**src/rtl/core/umie_pkg.sv**
```systemverilog
`default_nettype none

package umie_pkg;

  localparam int DATA_W   = 32;
  localparam int NUM_REGS = 8;
  localparam int REG_AW   = 3;
  localparam int ACT_W    = 4;

  // opcodes, bits 31..28 of the instruction word
  localparam logic [3:0] OPC_CMOV   = 4'd0;
  localparam logic [3:0] OPC_LOAD   = 4'd1;
  localparam logic [3:0] OPC_STORE  = 4'd2;
  localparam logic [3:0] OPC_ADD    = 4'd3;
  localparam logic [3:0] OPC_MUL    = 4'd4;
  localparam logic [3:0] OPC_DIV    = 4'd5;
  localparam logic [3:0] OPC_NAND   = 4'd6;
  localparam logic [3:0] OPC_HALT   = 4'd7;
  localparam logic [3:0] OPC_MAP    = 4'd8;
  localparam logic [3:0] OPC_UNMAP  = 4'd9;
  localparam logic [3:0] OPC_OUTPUT = 4'd10;
  localparam logic [3:0] OPC_INPUT  = 4'd11;
  localparam logic [3:0] OPC_LOADP  = 4'd12;
  localparam logic [3:0] OPC_LOADI  = 4'd13;

  // result actions
  localparam logic [ACT_W-1:0] ACT_CONT     = 4'd0;
  localparam logic [ACT_W-1:0] ACT_LOAD     = 4'd1;
  localparam logic [ACT_W-1:0] ACT_STORE    = 4'd2;
  localparam logic [ACT_W-1:0] ACT_MAP      = 4'd3;
  localparam logic [ACT_W-1:0] ACT_UNMAP    = 4'd4;
  localparam logic [ACT_W-1:0] ACT_OUTPUT   = 4'd5;
  localparam logic [ACT_W-1:0] ACT_INPUT    = 4'd6;
  localparam logic [ACT_W-1:0] ACT_HALT     = 4'd7;
  localparam logic [ACT_W-1:0] ACT_ILLEGAL  = 4'd8;
  localparam logic [ACT_W-1:0] ACT_DIVFAULT = 4'd9;

  localparam logic [DATA_W-1:0] ALL_ONES  = 32'hffff_ffff;
  localparam logic [DATA_W-1:0] CHAR_MASK = 32'h0000_00ff;

  typedef enum logic [1:0] {
    WAIT_NONE  = 2'd0,
    WAIT_LOAD  = 2'd1,
    WAIT_MAP   = 2'd2,
    WAIT_INPUT = 2'd3
  } wait_t;

  typedef enum logic [1:0] {
    FN_ADD  = 2'd0,
    FN_MUL  = 2'd1,
    FN_DIV  = 2'd2,
    FN_NAND = 2'd3
  } alu_fn_t;

  typedef enum logic [2:0] {
    ST_IDLE  = 3'd0,
    ST_RD_BC = 3'd1,
    ST_RD_A  = 3'd2,
    ST_EXEC  = 3'd3,
    ST_ALU   = 3'd4,
    ST_EMIT  = 3'd5
  } state_t;

  typedef struct packed {
    logic    start;
    alu_fn_t fn;
  } alu_ctl_t;

  typedef struct packed {
    logic              en;
    logic [REG_AW-1:0] addr;
    logic [DATA_W-1:0] data;
  } rf_wr_t;

endpackage

`default_nettype wire

```
**src/rtl/core/umie_regfile.sv**
```systemverilog
`default_nettype none

module umie_regfile
  import umie_pkg::*;
(
  input  wire logic              clk,
  input  wire logic              rst_n,
  input  wire rf_wr_t            wr,
  input  wire logic [REG_AW-1:0] raddr0,
  input  wire logic [REG_AW-1:0] raddr1,
  output logic      [DATA_W-1:0] rdata0,
  output logic      [DATA_W-1:0] rdata1
);

  logic [DATA_W-1:0]   mem_r [NUM_REGS];
  logic [NUM_REGS-1:0] valid_r;
  logic [DATA_W-1:0]   rdata0_r;
  logic [DATA_W-1:0]   rdata1_r;

  // an entry never written since reset reads as zero
  always_ff @(posedge clk) begin
    if (!rst_n) begin
      valid_r <= '0;
    end else if (wr.en) begin
      valid_r[wr.addr] <= 1'b1;
    end
  end

  always_ff @(posedge clk) begin
    if (wr.en) begin
      mem_r[wr.addr] <= wr.data;
    end
    rdata0_r <= valid_r[raddr0] ? mem_r[raddr0] : '0;
    rdata1_r <= valid_r[raddr1] ? mem_r[raddr1] : '0;
  end

  assign rdata0 = rdata0_r;
  assign rdata1 = rdata1_r;

endmodule

`default_nettype wire

```
**src/rtl/core/umie_alu.sv**
```systemverilog
`default_nettype none

module umie_alu
  import umie_pkg::*;
(
  input  wire logic              clk,
  input  wire logic              rst_n,
  input  wire alu_ctl_t          ctl,
  input  wire logic [DATA_W-1:0] opa,
  input  wire logic [DATA_W-1:0] opb,
  output logic                   done,
  output logic      [DATA_W-1:0] result
);

  localparam int CNT_W = $clog2(DATA_W);

  logic              busy_r;
  logic              done_r;
  logic [CNT_W-1:0]  cnt_r;
  logic [DATA_W-1:0] q_r;
  logic [DATA_W-1:0] rem_r;
  logic [DATA_W-1:0] d_r;
  logic [DATA_W-1:0] res_r;

  logic [DATA_W:0]   rem_shift;
  logic [DATA_W+1:0] diff;
  logic              ge;
  logic [DATA_W-1:0] q_nxt;
  logic [DATA_W-1:0] rem_nxt;

  // restoring division, one quotient bit a cycle
  always_comb begin
    rem_shift = {rem_r, q_r[DATA_W-1]};
    diff      = {1'b0, rem_shift} - {2'b00, d_r};
    ge        = ~diff[DATA_W+1];
    rem_nxt   = ge ? diff[DATA_W-1:0] : rem_shift[DATA_W-1:0];
    q_nxt     = {q_r[DATA_W-2:0], ge};
  end

  always_ff @(posedge clk) begin
    if (!rst_n) begin
      busy_r <= 1'b0;
      done_r <= 1'b0;
    end else begin
      done_r <= 1'b0;
      if (busy_r) begin
        if (cnt_r == '0) begin
          busy_r <= 1'b0;
          done_r <= 1'b1;
        end
      end else if (ctl.start) begin
        if (ctl.fn == FN_DIV) begin
          busy_r <= 1'b1;
        end else begin
          done_r <= 1'b1;
        end
      end
    end
  end

  always_ff @(posedge clk) begin
    if (busy_r) begin
      q_r   <= q_nxt;
      rem_r <= rem_nxt;
      cnt_r <= cnt_r - 1'b1;
      if (cnt_r == '0) begin
        res_r <= q_nxt;
      end
    end else if (ctl.start) begin
      case (ctl.fn)
        FN_ADD:  res_r <= opa + opb;
        FN_MUL:  res_r <= opa * opb;
        FN_NAND: res_r <= ~(opa & opb);
        FN_DIV: begin
          q_r   <= opa;
          rem_r <= '0;
          d_r   <= opb;
          cnt_r <= CNT_W'(DATA_W - 1);
        end
        default: res_r <= '0;
      endcase
    end
  end

  assign done   = done_r;
  assign result = res_r;

endmodule

`default_nettype wire

```
**src/rtl/core/um_instruction_execute.sv**
```systemverilog
`default_nettype none

// channel | ports           | word layout
// --------+-----------------+-------------------------------------------------
// input   | in_t*  (slave)  | tuser[0] op; tdata instruction[31:0],
//         |                 |   reply_value[63:32], reply_eof[64]
// result  | out_t* (master) | tuser[3:0] action; tdata segment_id[31:0],
//         |                 |   word_offset[63:32], out_value[95:64],
//         |                 |   program_counter[127:96]
//
// One word at a time: accept, register file reads in ST_RD_BC and ST_RD_A,
// execute, emit; add, multiply, nand and divide also wait in ST_ALU, divide
// on the shared ALU's one-bit-a-cycle divider. Synchronous reset clears the
// state, program counter, pending reply, halt flag and output valid; the
// register file reads zero until written. A stalled result holds in the
// output register; the next word is still taken and processed, then waits in
// its emit state until that register is free.

module um_instruction_execute
  import umie_pkg::*;
(
  input  wire logic         clk,
  input  wire logic         rst_n,
  input  wire logic         in_tvalid,
  output logic              in_tready,
  input  wire logic [71:0]  in_tdata,   // instruction, reply_value, reply_eof
  input  wire logic [0:0]   in_tuser,   // op
  output logic              out_tvalid,
  input  wire logic         out_tready,
  output logic      [127:0] out_tdata,  // segment_id, word_offset, out_value,
                                        // program_counter
  output logic      [3:0]   out_tuser   // action
);

  state_t state_r, state_nxt;

  logic              op_r, op_nxt;
  logic [DATA_W-1:0] instr_r, instr_nxt;
  logic [DATA_W-1:0] rv_r, rv_nxt;
  logic              eof_r, eof_nxt;
  logic [DATA_W-1:0] rb_r, rb_nxt;
  logic [DATA_W-1:0] rc_r, rc_nxt;

  logic [DATA_W-1:0] pc_r, pc_nxt;
  wait_t             pend_kind_r, pend_kind_nxt;
  logic [REG_AW-1:0] pend_reg_r, pend_reg_nxt;
  logic              stopped_r, stopped_nxt;

  logic [ACT_W-1:0]  res_act_r, res_act_nxt;
  logic [DATA_W-1:0] res_seg_r, res_seg_nxt;
  logic [DATA_W-1:0] res_off_r, res_off_nxt;
  logic [DATA_W-1:0] res_val_r, res_val_nxt;
  logic [DATA_W-1:0] res_pc_r, res_pc_nxt;

  logic              out_valid_r, out_valid_nxt;
  logic [ACT_W-1:0]  out_act_r, out_act_nxt;
  logic [DATA_W-1:0] out_seg_r, out_seg_nxt;
  logic [DATA_W-1:0] out_off_r, out_off_nxt;
  logic [DATA_W-1:0] out_val_r, out_val_nxt;
  logic [DATA_W-1:0] out_pc_r, out_pc_nxt;

  logic [3:0]        f_opc;
  logic [REG_AW-1:0] f_a, f_b, f_c, f_li;
  logic [DATA_W-1:0] pc_inc;

  rf_wr_t            rf_wr;
  logic [REG_AW-1:0] raddr0, raddr1;
  logic [DATA_W-1:0] rdata0, rdata1;
  alu_ctl_t          alu_ctl;
  logic              alu_done;
  logic [DATA_W-1:0] alu_result;

  assign f_opc  = instr_r[31:28];
  assign f_a    = instr_r[8:6];
  assign f_b    = instr_r[5:3];
  assign f_c    = instr_r[2:0];
  assign f_li   = instr_r[27:25];
  assign pc_inc = pc_r + 32'd1;

  assign raddr0 = (state_r == ST_RD_BC) ? f_b : f_a;
  assign raddr1 = f_c;

  umie_regfile u_regfile (
    .clk    (clk),
    .rst_n  (rst_n),
    .wr     (rf_wr),
    .raddr0 (raddr0),
    .raddr1 (raddr1),
    .rdata0 (rdata0),
    .rdata1 (rdata1)
  );

  umie_alu u_alu (
    .clk    (clk),
    .rst_n  (rst_n),
    .ctl    (alu_ctl),
    .opa    (rb_r),
    .opb    (rc_r),
    .done   (alu_done),
    .result (alu_result)
  );

  always_comb begin
    state_nxt     = state_r;
    op_nxt        = op_r;
    instr_nxt     = instr_r;
    rv_nxt        = rv_r;
    eof_nxt       = eof_r;
    rb_nxt        = rb_r;
    rc_nxt        = rc_r;
    pc_nxt        = pc_r;
    pend_kind_nxt = pend_kind_r;
    pend_reg_nxt  = pend_reg_r;
    stopped_nxt   = stopped_r;
    res_act_nxt   = res_act_r;
    res_seg_nxt   = res_seg_r;
    res_off_nxt   = res_off_r;
    res_val_nxt   = res_val_r;
    res_pc_nxt    = res_pc_r;
    out_valid_nxt = out_valid_r & ~out_tready;
    out_act_nxt   = out_act_r;
    out_seg_nxt   = out_seg_r;
    out_off_nxt   = out_off_r;
    out_val_nxt   = out_val_r;
    out_pc_nxt    = out_pc_r;
    rf_wr         = '0;
    alu_ctl       = '0;
    in_tready     = 1'b0;

    case (state_r)
      ST_IDLE: begin
        in_tready = 1'b1;
        if (in_tvalid) begin
          op_nxt    = in_tuser[0];
          instr_nxt = in_tdata[31:0];
          rv_nxt    = in_tdata[63:32];
          eof_nxt   = in_tdata[64];
          state_nxt = ST_RD_BC;
        end
      end

      ST_RD_BC: state_nxt = ST_RD_A;

      ST_RD_A: begin
        rb_nxt    = rdata0;
        rc_nxt    = rdata1;
        state_nxt = ST_EXEC;
      end

      ST_EXEC: begin
        res_act_nxt = ACT_CONT;
        res_seg_nxt = '0;
        res_off_nxt = '0;
        res_val_nxt = '0;
        state_nxt   = ST_EMIT;
        if (stopped_r) begin
          res_act_nxt = ACT_HALT;
        end else if (op_r) begin
          rf_wr.addr = pend_reg_r;
          if (pend_kind_r == WAIT_LOAD || pend_kind_r == WAIT_MAP) begin
            rf_wr.en   = 1'b1;
            rf_wr.data = rv_r;
          end else if (pend_kind_r == WAIT_INPUT) begin
            rf_wr.en   = 1'b1;
            rf_wr.data = eof_r ? ALL_ONES : (rv_r & CHAR_MASK);
          end
          pend_kind_nxt = WAIT_NONE;
        end else if (pend_kind_r != WAIT_NONE) begin
          // instruction while a reply is outstanding: dropped
        end else begin
          case (f_opc)
            OPC_CMOV: begin
              rf_wr.en   = (rc_r != '0);
              rf_wr.addr = f_a;
              rf_wr.data = rb_r;
              pc_nxt     = pc_inc;
            end
            OPC_LOAD: begin
              pend_kind_nxt = WAIT_LOAD;
              pend_reg_nxt  = f_a;
              pc_nxt        = pc_inc;
              res_act_nxt   = ACT_LOAD;
              res_seg_nxt   = rb_r;
              res_off_nxt   = rc_r;
            end
            OPC_STORE: begin
              pc_nxt      = pc_inc;
              res_act_nxt = ACT_STORE;
              res_seg_nxt = rdata0;
              res_off_nxt = rb_r;
              res_val_nxt = rc_r;
            end
            OPC_ADD: begin
              alu_ctl.start = 1'b1;
              alu_ctl.fn    = FN_ADD;
              state_nxt     = ST_ALU;
            end
            OPC_MUL: begin
              alu_ctl.start = 1'b1;
              alu_ctl.fn    = FN_MUL;
              state_nxt     = ST_ALU;
            end
            OPC_DIV: begin
              if (rc_r == '0) begin
                stopped_nxt = 1'b1;
                res_act_nxt = ACT_DIVFAULT;
              end else begin
                alu_ctl.start = 1'b1;
                alu_ctl.fn    = FN_DIV;
                state_nxt     = ST_ALU;
              end
            end
            OPC_NAND: begin
              alu_ctl.start = 1'b1;
              alu_ctl.fn    = FN_NAND;
              state_nxt     = ST_ALU;
            end
            OPC_HALT: begin
              stopped_nxt = 1'b1;
              res_act_nxt = ACT_HALT;
            end
            OPC_MAP: begin
              pend_kind_nxt = WAIT_MAP;
              pend_reg_nxt  = f_b;
              pc_nxt        = pc_inc;
              res_act_nxt   = ACT_MAP;
              res_val_nxt   = rc_r;
            end
            OPC_UNMAP: begin
              pc_nxt      = pc_inc;
              res_act_nxt = ACT_UNMAP;
              res_seg_nxt = rc_r;
            end
            OPC_OUTPUT: begin
              pc_nxt      = pc_inc;
              res_act_nxt = ACT_OUTPUT;
              res_val_nxt = rc_r & CHAR_MASK;
            end
            OPC_INPUT: begin
              pend_kind_nxt = WAIT_INPUT;
              pend_reg_nxt  = f_c;
              pc_nxt        = pc_inc;
              res_act_nxt   = ACT_INPUT;
            end
            OPC_LOADP: pc_nxt = rc_r;
            OPC_LOADI: begin
              rf_wr.en   = 1'b1;
              rf_wr.addr = f_li;
              rf_wr.data = {7'd0, instr_r[24:0]};
              pc_nxt     = pc_inc;
            end
            default: begin
              stopped_nxt = 1'b1;
              res_act_nxt = ACT_ILLEGAL;
            end
          endcase
        end
        res_pc_nxt = (state_nxt == ST_ALU) ? pc_inc : pc_nxt;
      end

      ST_ALU: begin
        if (alu_done) begin
          rf_wr.en   = 1'b1;
          rf_wr.addr = f_a;
          rf_wr.data = alu_result;
          pc_nxt     = pc_inc;
          state_nxt  = ST_EMIT;
        end
      end

      ST_EMIT: begin
        if (!out_valid_r || out_tready) begin
          out_valid_nxt = 1'b1;
          out_act_nxt   = res_act_r;
          out_seg_nxt   = res_seg_r;
          out_off_nxt   = res_off_r;
          out_val_nxt   = res_val_r;
          out_pc_nxt    = res_pc_r;
          state_nxt     = ST_IDLE;
        end
      end

      default: state_nxt = ST_IDLE;
    endcase
  end

  always_ff @(posedge clk) begin
    if (!rst_n) begin
      state_r     <= ST_IDLE;
      pc_r        <= '0;
      pend_kind_r <= WAIT_NONE;
      pend_reg_r  <= '0;
      stopped_r   <= 1'b0;
      out_valid_r <= 1'b0;
    end else begin
      state_r     <= state_nxt;
      pc_r        <= pc_nxt;
      pend_kind_r <= pend_kind_nxt;
      pend_reg_r  <= pend_reg_nxt;
      stopped_r   <= stopped_nxt;
      out_valid_r <= out_valid_nxt;
    end
  end

  always_ff @(posedge clk) begin
    op_r      <= op_nxt;
    instr_r   <= instr_nxt;
    rv_r      <= rv_nxt;
    eof_r     <= eof_nxt;
    rb_r      <= rb_nxt;
    rc_r      <= rc_nxt;
    res_act_r <= res_act_nxt;
    res_seg_r <= res_seg_nxt;
    res_off_r <= res_off_nxt;
    res_val_r <= res_val_nxt;
    res_pc_r  <= res_pc_nxt;
    out_act_r <= out_act_nxt;
    out_seg_r <= out_seg_nxt;
    out_off_r <= out_off_nxt;
    out_val_r <= out_val_nxt;
    out_pc_r  <= out_pc_nxt;
  end

  assign out_tvalid = out_valid_r;
  assign out_tuser  = out_act_r;
  assign out_tdata  = {out_pc_r, out_val_r, out_off_r, out_seg_r};

endmodule

`default_nettype wire
```
**config.mk**
```make
export PLATFORM = sky130hd
export DESIGN_NAME = um_instruction_execute
export DESIGN_NICKNAME = d
export VERILOG_FILES = /design/src/rtl/core/umie_pkg.sv /design/src/rtl/core/umie_regfile.sv /design/src/rtl/core/umie_alu.sv /design/src/rtl/core/um_instruction_execute.sv
export SDC_FILE = /design/constraint.sdc
export NUM_CORES = 2
export LEC_CHECK = 0
export BUFFER_PORTS_ARGS = -buffer_cell sky130_fd_sc_hd__buf_2
export CORE_MARGIN = 10
export CORE_UTILIZATION = 50
export CTS_CLUSTER_SIZE = 14
export DETAILED_ROUTE_END_ITERATION = 8
export HOLD_SLACK_MARGIN = 0.06
export MAX_ROUTING_LAYER = met4
export PLACE_DENSITY_LB_ADDON = 0.25
export SLEW_MARGIN = 30
export SYNTH_ARGS = -nofsm -noshare
export SYNTH_HDL_FRONTEND = slang
export SYNTH_SLANG_ARGS = --single-unit
```
**constraint.sdc**
```tcl
create_clock -name clk -period 15.7 [get_ports clk]
set_clock_uncertainty 0.05 [all_clocks]
set_input_delay 3.14 -clock clk [delete_from_list [all_inputs] [get_ports clk]]
set_output_delay 3.14 -clock clk [all_outputs]
set_load 0.02 [all_outputs]
```
==> metrics.md <==
| Metric | Value |
|---|---|
| RSZ-0062 raised after global routing | no |
| Initial core utilization | 50.33% |
| Vias in the first global route | 38540 |
| Clock latency on the worst-skew pair | 0.69 ns |
| Routed wire length | 162700 um |
| Async SR Flop Fraction | 0% |
| GRT Max-Usage Layer | met2 |
| CP Capture Type | flip-flop |
| Adder-cell share of the synthesized area | 19.05% |
| MaxCap Viol Count | 0 |
| Largest register FFs | 256 |
| GR Layer Usage met2 | 40.92% |
| P&R area growth vs syn | 11.00% |
| Worst Path Max Fanout | 29 |
| Multi-input gate area | 27040 sq um |
| Post-synth top area cell | edfxtp_1 |
| Num rows | 122 |
| CTS tree | done |
| Root buf cell | clkbuf_16 |
| Post-synth EDFFs | 783 |
| Req. time, crit path | 16.18 ns |
| TritonCTS buffer count | 94 |
| Synth Area in XOR/XNOR | 2.598% |
| Synthesized area per cell | 12.09 sq um |
| Layout cell share with drive strength beyond 1 | 14.25% |
| Die ar. | 125000 sq um |
| DRC | 0 |
| Initial DRC count | 4818 |
| CP max-delay cell | fa_1 |
| Synth Instances | 4601 |
| Commonest cells post-synth | edfxtp_1 (783), inv_1 (490), nand2_1 (429) |
| CTS clk-pin slew, worst paths | 0.07 ns |
| Mux cell area share after synthesis | 7.052% |
| GR Overflow Total | 0 |
| Arrival time worst endpoint | 8.65 ns |
| Seq/Total Area, Yosys | 46.45% |
| Status | finished clean |
| Setup Fix Bufs, Post-CTS | 0 |
| Final hold vios | 0 |
| GRT Total Usage | 26.55% |
| Worst slew pin tran | 1.145 ns |
| Crit share post-route | 52.04% |
| Final HPWL from detailed placement | 107100 um |
| Vias per cell | 6.042 |
| FF+latch area | 25840 sq um |
| Met3 usage | 5.777% |
| Post-synthesis compound-gate area fraction | 9.351% |
| Synth Area in Simple Gates | 10.16% |
| Fillers | 9128 |
| Post-synth cell types | 85 |
| Dominant synthesized flop cell | edfxtp_1 |
| Reg with most FFs | u_regfile.mem_r |
| Final Core Density | 55.87% |
| F_max | 0.1224 GHz |
| Area contributors post-synth | edfxtp_1 (42%), fa_1 (15%), mux4_2 (5.3%), ha_1 (4.3%), dfxtp_1 (4.2%) |
| Fin. max-slew vios | 0 |
| # hold bufs at CTS | 0 |
| Minimum clock period | 8.170 ns |
| Largest net degree at the start of global routing | 91 |
| WL/cell | 25.83 um |
| Final setup fails | 0 |
| Crit-path max cell delay | 0.58 ns |
| Nets | 5406 |
| Setup CP Type | reg -> reg |
| Routed Antenna Nets | 0 |
| Post-cts gate resize count | 0 |
| Die H | 353.5 um |
| Total negative slack | 0 ns |
| Input/output buffers | 203 |
| Yosys warnings | 0 |
| Bufs on Longest Clock Path | 3 |
| Relative slew slack | 23.65% |
| Gpl congestion | 0.9334 |
| HP Class | reg -> reg |
| H-tree depth | 3 |
| Core ar. | 110500 sq um |
| Met1 Use GR | 34.39% |
| Crit path top cell by count | fa_1 |
| Largest family of logic cells by synthesized area | adder cells |
| Top-count cell post-synth | edfxtp_1 |
| Vias | 38070 |
| Clock sinks | 899 |
| Syn_nets | 5279 |
| Initial antenna violation count | 5 |
| Num ports | 211 |
| Crit start category | flip-flop |
| Drt first pass iters | 6 |
| First-pass GRT wire length | 245200 um |
| Top cell type's share of synthesized area | 42.27% |
| Mapped cell area | 55620 sq um |
| Seq cells post-synth | 899 |
| Die X | 353.5 um |
[cell families (layout without fill, tap and decap cells)]
group,Yosys count,in the layout
xor gates and xnor gates,165,165
buffers and inverters,778,985
DFF,899,899
muxes,223,223
and+or+nand+nor,1162,1162
other,0,4
AOI/OAI and AO/OA,773,773
adders and majority gates,601,601
[worst paths after layout]
kind	slack, ns	to	cells after the start	start
max	7.53	u_alu.result[28]	25	rc_r[9]
max reg2reg	7.53	u_alu.result[28]	25	rc_r[9]
min	0.34	rc_r[13]	0	u_regfile.rdata1[13]
min reg2reg	0.34	rc_r[13]	0	u_regfile.rdata1[13]
[per-stage QoR]
stage	hold WS (ns)	instance area, sq um	worst slack [ns]	std cells
after detailed placement	0.3387	58490	7.663	6120
final	0.3402	61740	7.530	6300
after floorplan	0.3355	55620	6.361	4601
after global routing	0.3516	61740	7.163	6299
after global placement	0.3367	58430	7.637	6118
after CTS	0.3392	61720	7.558	6296
[cells in the final DEF (no fill, tap or decap), types with 11 or more instances in the layout]
| cell | Yosys | final |
|---|---|---|
| mux4_2 | 132 | 132 |
| dfxtp_1 | 116 | 115 |
| o21a_1 | 29 | 29 |
| xnor2_1 | 114 | 114 |
| o211a_1 | 27 | 27 |
| a211oi_1 | 28 | 28 |
| inv_1 | 490 | 489 |
| a22o_1 | 18 | 18 |
| and2_1 | 344 | 343 |
| nor2_1 | 201 | 187 |
| a221oi_1 | 21 | 21 |
| and3_1 | 14 | 14 |
| nand2_1 | 429 | 428 |
| o22ai_1 | 49 | 49 |
| a21oi_1 | 233 | 231 |
| nand2b_1 | 24 | 24 |
| a21o_1 | 43 | 42 |
| clkbuf_16 | 0 | 95 |
| nand4_1 | 15 | 15 |
| a22oi_1 | 88 | 88 |
| mux2_2 | 31 | 31 |
| nor2_4 | 0 | 11 |
| bufinv_16 | 0 | 12 |
| edfxtp_1 | 783 | 783 |
| o21bai_1 | 12 | 12 |
| mux2i_1 | 60 | 56 |
| buf_4 | 7 | 111 |
| o21ai_0 | 102 | 100 |
| fa_1 | 410 | 410 |
| clkbuf_1 | 238 | 24 |
| o221ai_1 | 31 | 31 |
| buf_2 | 18 | 202 |
| nand3_1 | 41 | 41 |
| nor3_1 | 30 | 25 |
| xor2_1 | 51 | 51 |
| ha_1 | 191 | 191 |
| nor2b_1 | 25 | 25 |
[final cells by class]
type                            count  area share (%)
Multi-Input combinational cell   2924           43.80
Sequential cell                   899           41.85
Inverter                          492           2.999
Antenna cell                        4         0.01621
Timing Repair Buffer              317           3.086
Tap cell                         1488           3.015
Clock inverter                     48           1.042
Clock buffer                      128           4.197
[worst max-delay path, delay by kind of cell (launching register included)]
| family | cells | cell delay (ns) |
|---|---|---|
| multiplexers | 1 | 0.25 |
| flip-flops | 1 | 0.32 |
| buffers and inverters | 5 | 0.87 |
| adder cells (fa/ha/maj) | 10 | 4.57 |
| AO/OA/AOI/OAI | 9 | 1.94 |
[layer usage]
metal  part of all wire (%)  vias to the layer above  wire (um)
li1                       -                    16310          -
met1                     40                    19360      64930
met3                    9.8                      388      15890
met4                    4.1                        0       6625
met5                      0                        -          0
met2                     46                     2006      75270
Power is left out: the tool's default activity adds up to more than one toggle a clock period on the data nets, which glitch-free logic cannot reach.
